File: src/hdl/assert_macros.svh
// Assertion macros shared by the RTL of the slot allocator.
// No dependencies; the user must have clk and rst_n in scope.
`ifndef ASSERT_MACROS_SVH
`define ASSERT_MACROS_SVH

`ifndef SYNTHESIS
// Check a property at every clock edge outside reset.
`define ASSERT_CLK(lbl, prop, msg) \
  lbl: assert property (@(posedge clk) disable iff (!rst_n) prop) else $error(msg);
// Check that a condition never holds outside reset.
`define ASSERT_NEVER(lbl, cond, msg) \
  lbl: assert property (@(posedge clk) disable iff (!rst_n) !(cond)) else $error(msg);
`else
`define ASSERT_CLK(lbl, prop, msg)
`define ASSERT_NEVER(lbl, cond, msg)
`endif

`endif

File: src/hdl/mgsa_pkg.sv
// Shared types, constants and helpers of the max-gap slot allocator.
// No dependencies.
package mgsa_pkg;

  localparam int MAX_OCCUPIED = 64;
  localparam int SEAT_BITS    = 16;
  localparam int IDX_W        = $clog2(MAX_OCCUPIED);
  localparam int CNT_W        = $clog2(MAX_OCCUPIED + 1);
  localparam int ROW_W        = SEAT_BITS + 1;
  localparam int CFG_W        = 17;
  localparam int STATUS_W     = 2;

  localparam logic [CFG_W-1:0] SEAT_COUNT_RESET = CFG_W'(16);

  typedef logic [SEAT_BITS-1:0] seat_t;
  typedef logic [ROW_W-1:0]     row_t;

  typedef enum logic [STATUS_W-1:0] {
    STAT_OK    = 2'd0,
    STAT_FULL  = 2'd1,
    STAT_UNOCC = 2'd2
  } status_t;

  typedef enum logic {
    REQ_CLAIM   = 1'b0,
    REQ_RELEASE = 1'b1
  } req_t;

  typedef enum logic [1:0] {
    CELL_HOLD   = 2'd0,
    CELL_ROTATE = 2'd1,
    CELL_INSERT = 2'd2,
    CELL_REMOVE = 2'd3
  } cell_op_t;

  typedef struct packed {
    cell_op_t op;
    seat_t    key;
    logic     found;
  } cell_ctrl_t;

  typedef struct packed {
    logic clear;
    logic step;
    logic first;
    logic finish;
    logic nonempty;
  } scan_ctrl_t;

  // Clamp the configured seat count into 1 .. 2^SEAT_BITS.
  function automatic row_t row_len(input logic [CFG_W-1:0] cnt);
    logic [CFG_W:0] top;
    top = (CFG_W+1)'(1) << SEAT_BITS;
    if (cnt == '0) begin
      return ROW_W'(1);
    end else if ({1'b0, cnt} > top) begin
      return ROW_W'(top);
    end else begin
      return ROW_W'(cnt);
    end
  endfunction

endpackage

File: src/hdl/mgsa_cell.sv
// One cell of the occupied-slot chain: holds one table entry.
// Depends on mgsa_pkg.
module mgsa_cell
  import mgsa_pkg::*;
(
  input  logic       clk,
  input  cell_ctrl_t ctrl,
  input  logic       valid_i,
  input  logic       left_keep_i,
  input  seat_t      left_val_i,
  input  seat_t      right_val_i,
  output seat_t      val_o,
  output logic       keep_o,
  output logic       match_o
);

  seat_t val_r;
  seat_t val_nxt;
  logic  lt;

  assign lt      = val_r < ctrl.key;
  assign keep_o  = valid_i && lt;
  assign match_o = valid_i && (val_r == ctrl.key);
  assign val_o   = val_r;

  always_comb begin
    val_nxt = val_r;
    case (ctrl.op)
      CELL_ROTATE: val_nxt = right_val_i;
      CELL_INSERT: begin
        // the first cell not below the new key takes it, the rest move right
        if (!keep_o) begin
          val_nxt = left_keep_i ? ctrl.key : left_val_i;
        end
      end
      CELL_REMOVE: begin
        if (ctrl.found && valid_i && !lt) begin
          val_nxt = right_val_i;
        end
      end
      default: val_nxt = val_r;
    endcase
  end

  always_ff @(posedge clk) begin
    val_r <= val_nxt;
  end

endmodule

File: src/hdl/mgsa_scan.sv
// Gap tracker: walks the table entries one per cycle and keeps the widest gap.
// Depends on mgsa_pkg.
module mgsa_scan
  import mgsa_pkg::*;
(
  input  logic       clk,
  input  scan_ctrl_t ctl,
  input  seat_t      head_i,
  input  row_t       row_len_i,
  output seat_t      pick_o,
  output logic       none_o
);

  row_t  start_r, start_nxt;
  row_t  best_r, best_nxt;
  seat_t pick_r, pick_nxt;
  logic  none_r, none_nxt;

  row_t             gap;
  row_t             half;
  row_t             mid;
  logic [ROW_W:0]   end_gap;

  assign gap     = {1'b0, head_i} + ROW_W'(1) - start_r;
  assign half    = gap >> 1;
  assign mid     = start_r + half - ROW_W'(1);
  assign end_gap = {1'b0, row_len_i} - {1'b0, start_r};

  always_comb begin
    start_nxt = start_r;
    best_nxt  = best_r;
    pick_nxt  = pick_r;
    none_nxt  = none_r;
    if (ctl.clear) begin
      start_nxt = '0;
      best_nxt  = '0;
      pick_nxt  = '0;
    end else if (ctl.step) begin
      if (ctl.first) begin
        if ({1'b0, head_i} > best_r) begin
          best_nxt = {1'b0, head_i};
          pick_nxt = '0;
        end
      end else if (half > best_r) begin
        best_nxt = half;
        pick_nxt = mid[SEAT_BITS-1:0];
      end
      start_nxt = {1'b0, head_i} + ROW_W'(1);
    end else if (ctl.finish) begin
      // end gap counts only when positive
      if (ctl.nonempty && !end_gap[ROW_W] && (end_gap[ROW_W-1:0] > best_r)) begin
        best_nxt = end_gap[ROW_W-1:0];
        pick_nxt = SEAT_BITS'(row_len_i - ROW_W'(1));
      end
      none_nxt = ctl.nonempty && (best_nxt == '0);
    end
  end

  always_ff @(posedge clk) begin
    start_r <= start_nxt;
    best_r  <= best_nxt;
    pick_r  <= pick_nxt;
    none_r  <= none_nxt;
  end

  assign pick_o = pick_r;
  assign none_o = none_r;

endmodule

File: src/hdl/max_gap_slot_allocator_unit.sv
// Top level of the max-gap slot allocator: control, cell chain and gap tracker.
// Depends on mgsa_pkg, mgsa_cell, mgsa_scan and assert_macros.svh.
//
//  port group | dir | beat contents
//  in_*       | in  | tdata: seat_number[15:0]; tuser: req_type
//  out_*      | out | tdata: chosen_seat[15:0]; tuser: status[1:0]
//  cfg_*      | in  | seat_count[16:0], written when cfg_we is high
//
// A claim runs ST_SCAN, rotating the chain once through all 64 cells past the gap
// tracker, ST_FINISH to close the end gap, ST_INSERT to insert and ST_DONE to load the
// output register; a release runs ST_FIND, ST_REMOVE and ST_DONE, a claim on a full
// table only ST_DONE. One item is in work at a time; in_tready is high while idle, even
// if a result still waits, and completion holds until the output register frees.
// rst_n clears the count, control state and seat_count (to 16).
`include "assert_macros.svh"

module max_gap_slot_allocator_unit
  import mgsa_pkg::*;
(
  input  logic                 clk,
  input  logic                 rst_n,
  input  logic                 in_tvalid,
  output logic                 in_tready,
  input  logic [15:0]          in_tdata,   // seat_number[15:0]
  input  logic                 in_tuser,   // req_type
  output logic                 out_tvalid,
  input  logic                 out_tready,
  output logic [15:0]          out_tdata,  // chosen_seat[15:0]
  output logic [1:0]           out_tuser,  // status[1:0]
  input  logic                 cfg_we,
  input  logic [CFG_W-1:0]     cfg_wdata
);

  typedef enum logic [6:0] {
    ST_IDLE   = 7'b0000001,
    ST_SCAN   = 7'b0000010,
    ST_FINISH = 7'b0000100,
    ST_INSERT = 7'b0001000,
    ST_FIND   = 7'b0010000,
    ST_REMOVE = 7'b0100000,
    ST_DONE   = 7'b1000000
  } state_t;

  state_t           state_r, state_nxt;
  logic [CFG_W-1:0] seat_count_r;
  logic [CNT_W-1:0] count_r, count_nxt;
  logic [IDX_W-1:0] step_r, step_nxt;
  seat_t            slot_r, slot_nxt;
  logic             found_r, found_nxt;
  seat_t            res_seat_r, res_seat_nxt;
  status_t          res_status_r, res_status_nxt;
  logic             out_valid_r, out_valid_nxt;
  seat_t            out_seat_r, out_seat_nxt;
  status_t          out_status_r, out_status_nxt;

  logic             in_fire;
  logic             out_free;
  row_t             row_n;
  cell_ctrl_t       cctl;
  scan_ctrl_t       sctl;
  seat_t            pick;
  logic             none;

  seat_t                   vals  [MAX_OCCUPIED];
  logic [MAX_OCCUPIED-1:0] keeps;
  logic [MAX_OCCUPIED-1:0] hit_bits;

  assign in_tready = (state_r == ST_IDLE);
  assign in_fire   = in_tvalid && in_tready;
  assign out_free  = !out_valid_r || out_tready;
  assign row_n     = row_len(seat_count_r);

  // cell chain: rotate toward cell 0, shift right on insert, left on remove
  for (genvar i = 0; i < MAX_OCCUPIED; i++) begin : g_cell
    localparam int R = (i + 1) % MAX_OCCUPIED;
    localparam int L = (i + MAX_OCCUPIED - 1) % MAX_OCCUPIED;
    mgsa_cell u_cell (
      .clk         (clk),
      .ctrl        (cctl),
      .valid_i     (CNT_W'(i) < count_r),
      .left_keep_i ((i == 0) ? 1'b1 : keeps[L]),
      .left_val_i  (vals[L]),
      .right_val_i (vals[R]),
      .val_o       (vals[i]),
      .keep_o      (keeps[i]),
      .match_o     (hit_bits[i])
    );
  end

  mgsa_scan u_scan (
    .clk       (clk),
    .ctl       (sctl),
    .head_i    (vals[0]),
    .row_len_i (row_n),
    .pick_o    (pick),
    .none_o    (none)
  );

  always_comb begin
    state_nxt      = state_r;
    count_nxt      = count_r;
    step_nxt       = step_r;
    slot_nxt       = slot_r;
    found_nxt      = found_r;
    res_seat_nxt   = res_seat_r;
    res_status_nxt = res_status_r;
    out_valid_nxt  = out_valid_r && !out_tready;
    out_seat_nxt   = out_seat_r;
    out_status_nxt = out_status_r;

    cctl.op    = CELL_HOLD;
    cctl.key   = slot_r;
    cctl.found = found_r;

    sctl.clear    = 1'b0;
    sctl.step     = 1'b0;
    sctl.first    = (step_r == '0);
    sctl.finish   = 1'b0;
    sctl.nonempty = (count_r != '0);

    case (state_r)
      ST_IDLE: begin
        if (in_fire) begin
          slot_nxt     = in_tdata;
          res_seat_nxt = '0;
          step_nxt     = '0;
          if (req_t'(in_tuser) == REQ_RELEASE) begin
            state_nxt = ST_FIND;
          end else if (count_r == CNT_W'(MAX_OCCUPIED)) begin
            res_status_nxt = STAT_FULL;
            state_nxt      = ST_DONE;
          end else begin
            sctl.clear = 1'b1;
            state_nxt  = ST_SCAN;
          end
        end
      end
      ST_SCAN: begin
        cctl.op   = CELL_ROTATE;
        sctl.step = ({1'b0, step_r} < count_r);
        step_nxt  = step_r + IDX_W'(1);
        if (step_r == IDX_W'(MAX_OCCUPIED - 1)) begin
          state_nxt = ST_FINISH;
        end
      end
      ST_FINISH: begin
        sctl.finish = 1'b1;
        state_nxt   = ST_INSERT;
      end
      ST_INSERT: begin
        cctl.key = pick;
        if (none) begin
          res_status_nxt = STAT_FULL;
        end else begin
          cctl.op        = CELL_INSERT;
          count_nxt      = count_r + CNT_W'(1);
          res_seat_nxt   = pick;
          res_status_nxt = STAT_OK;
        end
        state_nxt = ST_DONE;
      end
      ST_FIND: begin
        found_nxt = |hit_bits;
        state_nxt = ST_REMOVE;
      end
      ST_REMOVE: begin
        if (found_r) begin
          cctl.op        = CELL_REMOVE;
          count_nxt      = count_r - CNT_W'(1);
          res_status_nxt = STAT_OK;
        end else begin
          res_status_nxt = STAT_UNOCC;
        end
        state_nxt = ST_DONE;
      end
      ST_DONE: begin
        // hold the result until the output register frees
        if (out_free) begin
          out_valid_nxt  = 1'b1;
          out_seat_nxt   = res_seat_r;
          out_status_nxt = res_status_r;
          state_nxt      = ST_IDLE;
        end
      end
      default: state_nxt = ST_IDLE;
    endcase
  end

  always_ff @(posedge clk) begin
    if (!rst_n) begin
      state_r      <= ST_IDLE;
      count_r      <= '0;
      out_valid_r  <= 1'b0;
      seat_count_r <= SEAT_COUNT_RESET;
    end else begin
      state_r     <= state_nxt;
      count_r     <= count_nxt;
      out_valid_r <= out_valid_nxt;
      if (cfg_we) begin
        seat_count_r <= cfg_wdata;
      end
    end
  end

  always_ff @(posedge clk) begin
    step_r       <= step_nxt;
    slot_r       <= slot_nxt;
    found_r      <= found_nxt;
    res_seat_r   <= res_seat_nxt;
    res_status_r <= res_status_nxt;
    out_seat_r   <= out_seat_nxt;
    out_status_r <= out_status_nxt;
  end

  assign out_tvalid = out_valid_r;
  assign out_tdata  = out_seat_r;
  assign out_tuser  = out_status_r;

  `ASSERT_NEVER(a_count_bound, count_r > CNT_W'(MAX_OCCUPIED), "occupied count overflow")
  `ASSERT_CLK(a_insert_room, (state_r == ST_INSERT) |-> (count_r < CNT_W'(MAX_OCCUPIED)), "insert into full table")
  `ASSERT_CLK(a_full_claim, (in_fire && !in_tuser && count_r == CNT_W'(MAX_OCCUPIED)) |=> (state_r == ST_DONE && res_status_r == STAT_FULL), "claim on full table not flagged")
  `ASSERT_CLK(a_miss_keeps, (state_r == ST_REMOVE && !found_r) |=> $stable(count_r), "unoccupied release changed count")
  `ASSERT_CLK(a_done_only, (out_valid_r && !$past(out_valid_r)) |-> ($past(state_r) == ST_DONE), "result loaded outside completion")

endmodule
File: config.mk
export PLATFORM = sky130hd
export DESIGN_NAME = max_gap_slot_allocator_unit
export DESIGN_NICKNAME = d
export VERILOG_FILES = /design/src/hdl/mgsa_pkg.sv /design/src/hdl/mgsa_cell.sv /design/src/hdl/mgsa_scan.sv /design/src/hdl/max_gap_slot_allocator_unit.sv
export VERILOG_INCLUDE_DIRS = /design/src /design/src/hdl
export SDC_FILE = /design/constraint.sdc
export NUM_CORES = 2
export LEC_CHECK = 0
export CELL_PAD_IN_SITES_DETAIL_PLACEMENT = 1
export CELL_PAD_IN_SITES_GLOBAL_PLACEMENT = 2
export CORE_MARGIN = 10
export CORE_UTILIZATION = 40
export CTS_CLUSTER_DIAMETER = 200
export CTS_CLUSTER_SIZE = 14
export DETAILED_ROUTE_END_ITERATION = 8
export DONT_BUFFER_PORTS = 1
export GPL_TIMING_DRIVEN = 0
export MAX_ROUTING_LAYER = met4
export PLACE_DENSITY_LB_ADDON = 0.1
export SETUP_SLACK_MARGIN = 0.02
export SYNTH_ARGS = -nofsm -noshare
export SYNTH_HDL_FRONTEND = slang
export SYNTH_SLANG_ARGS = --single-unit
File: constraint.sdc
create_clock -name clk -period 8.1 [get_ports clk]
set_input_delay 1.215 -clock clk [delete_from_list [all_inputs] [get_ports clk]]
set_output_delay 1.215 -clock clk [all_outputs]
set_load 0.01 [all_outputs]
==> results_dict.tcl <==
set metrics [dict create \
    htreeDepth 3 \
    start_util 0.4013 \
    critPathRequiredTime_ns 8.39 \
    critical_path.most_common_cell "nand4_1" \
    grt_pass1_vias 77570 \
    synthTopCellsByArea "edfxtp_1 37%, ha_1 16%, mux2i_1 11%, o21ai_0 7.3%, nand2_1 5.8%" \
    cts_root_buf "clkbuf_16" \
    violations "max-capacitance violations, max-slew violations" \
    ant_nets 0 \
    critical_path.max_stage_delay_ns 1.19 \
    crit_arrival_ns 8.19 \
    start_kind "flip-flop" \
    yosys-top-cells-count "1,336 x nand2_1, 1,273 x o21ai_0, 1,146 x ha_1" \
    cpLargestDelayFamily "simple AND/OR/NAND/NOR gates" \
    async_reset_ff_frac 0 \
    drc 0 \
    critPathMaxFanout 29 \
    maxSlewHeadroom -0.07955 \
    fmax_mhz 126.6 \
    dr.max_layer_used "met4" \
    finalHoldViolCount 0 \
    port_buffers 0 \
    overflow 0 \
    avgRoutedWirePerCell_um 33.77 \
    drtIter0Drc 7402 \
    synth_fp_nets 10070 \
    clk_path_buf_depth 3 \
    reg2reg_from "state_r[2]" \
    yosysWarnings 0 \
    fp.dieH_um 486.3 \
    syn_area_mm2 0.08697 \
    status "finished, violations left" \
    antenna_found_initial 35 \
    place_ws_ns 0.4840 \
    worstMarginPinSlew_ns 1.619 \
    viasPerCell 6.357 \
    synthFlopType "edfxtp_1" \
    area_growth_syn_to_layout_pct 8.689 \
    place_inst 11800 \
    met3_length_um 29060 \
    endpoint_kind "flip-flop" \
    leakage_nw 40.81 \
    drtPass1Iterations 6 \
    final_cells 11950 \
    vias 75980 \
    rsz0062_at_grt "false" \
    post-dp-hpwl_um 304000 \
    avgSynthCellArea_um2 9.793 \
    routed_wirelength_um 403600 \
    slowest_stage "nor4_1" \
    grt_pass1_wl_um 570200 \
    synth_top_cell_area_share 0.3743 \
    maxCapViolCount 14 \
    die_w_um 486.3 \
    cts_buffers 93 \
    synth_edf_count 1084 \
    synth_seq_cells 1166 \
    crit_chain "nor2_1 -> nand4_1 -> a21oi_2 -> buf_8 -> clkinv_1 -> clkbuf_4 -> buf_16 -> ha_1 -> nand4_1 -> nor4_2 -> buf_4 -> nor4_1 -> o2111ai_1 -> nor4_1 -> nand4_1" \
    rows 171 \
    synth_cells 8881 \
    clk_latency_ns 0.81 \
    wl_met1_um 174100 \
    hp-start "res_seat_r[12]" \
    fin_nets 10230 \
    slew_viol_final 90 \
    clk_pin_slew_ns 0.07 \
    drive_gt1_frac 0.05636 \
    vdd_drop_max_uv 162.1 \
    cts.sinks 1166 \
    fin_util 0.4362 \
    hold_buffers 0 \
    grt_max_degree 53 \
    yosys.area.top_type "edfxtp_1" \
    ys_types 102 \
    critPathLaunch "state_r[2]" \
    route.met2.wl_um 180300 \
    worstPathBufferInverterCount 5 \
    period_needed_ns 7.898 \
    post_cts_buffers 0 \
    die-area_mm2 0.2365 \
    grt_usage 0.3390 \
    synth_seq_area_share 0.3931 \
    cts-resized-gates 0 \
    critPathKind "flip-flop to flip-flop" \
    core_area_mm2 0.2167 \
    setup_viol 0 \
    hp-class "flip-flop to flip-flop" \
    gp_congestion 0.9787 \
    ioPinCount 59 \
    finalWorstSetupSlack_ns 0.2018 \
    yosysMostFrequentCell "nand2_1" \
    worst_clock_skew_ns 0.05840 \
    period_share 0.9751 \
    cts_tree "yes" \
    powerDensity_mw_per_mm2 153.8 \
]
-- placed cells by master, fill, tap and decap left out, types with 43 or more instances in the layout --
cell / netlist / final
a211oi_1: 62 / 58
xnor2_1: 43 / 43
nor2b_1: 141 / 140
o21ai_1: 50 / 60
nand2b_1: 67 / 67
nor4_1: 61 / 45
o21ai_0: 1273 / 1261
a21o_1: 231 / 231
edfxtp_1: 1084 / 1084
nor3_1: 90 / 89
nor2_1: 257 / 248
inv_1: 208 / 193
a21oi_1: 375 / 360
buf_4: 23 / 55
mux2i_1: 945 / 945
ha_1: 1146 / 1146
dfxtp_1: 82 / 82
nand2_1: 1336 / 1336
buf_2: 113 / 117
nand4_1: 219 / 219
nand3_1: 104 / 104
o21a_1: 190 / 190
clkbuf_16: 0 / 96
clkbuf_1: 339 / 335
-- worst paths after layout --
path,endpoint,slack [ns],depth (start not counted)
setup / recovery,found_r,0.20,15
hold / removal,out_tdata[12],0.45,0
setup reg to reg,found_r,0.20,15
hold reg to reg,out_tdata[12],0.45,0
-- cell type report --
class	count	area [um2]
Timing Repair Buffer	66	953.4
Clock buffer	114	2470
Sequential cell	1166	34190
Clock inverter	5	53.80
Multi-Input combinational cell	6990	50040
Inverter	212	870.8
Antenna cell	31	77.57
Tap cell	2854	3571
Buffer	513	2303
Fill cell	24280	122200
-- report_power, final --
group / internal, W / total, W / switching [W]
clock network: 0.00213 / 0.00458 / 0.00245
registers: 0.00666 / 0.00680 / 0.000137
logic: 0.00103 / 0.00316 / 0.00213
total: 0.00982 / 0.0145 / 0.00472
-- cells by family (layout without fill, tap and decap cells) --
group,after synthesis,count (layout),synth area share
mux,947,947,0.1090
buf+inv,725,910,0.03523
flops,1166,1166,0.3931
other cells,0,31,0
simple gates,2427,2427,0.1285
xor+xnor,70,70,0.007136
compound gates,2397,2397,0.1614
fa+ha+maj,1149,1149,0.1656
-- flip-flops by register name, indices dropped and copies added, names as in the netlist --
register,flops
count_r,7
found_r,1
g_cell.u_cell.val_o,1024
out_tdata,16
out_tuser,2
out_tvalid,1
res_seat_r,16
res_status_r,2
seat_count_r,17
slot_r,16
state_r,7
step_r,6
u_scan.best_r,17
u_scan.none_o,1
u_scan.pick_o,16
u_scan.start_r,17
-- through the flow --
step / instance area, um2 / hold WS, ns / total power, W / setup TNS [ns]
after floorplan: 86970 / 0.4003 / 0.008694 / 0
after global placement: 90540 / 0.4334 / 0.009836 / -5120.41
after detailed placement: 91900 / 0.4052 / 0.01002 / 0
after CTS: 94420 / 0.4524 / 0.01453 / 0
after global routing: 94490 / 0.4644 / 0.01502 / 0
final: 94530 / 0.4486 / 0.01454 / 0
-- per-layer routing --
| layer | up-vias | track usage |
|---|---|---|
| li1 | 33410 | - |
| met1 | 38720 | 0.4426 |
| met2 | 3107 | 0.5225 |
| met3 | 736 | 0.05451 |
| met4 | 0 | 0.1418 |
| met5 | - | - |
Power figures use the tool's default switching activity.
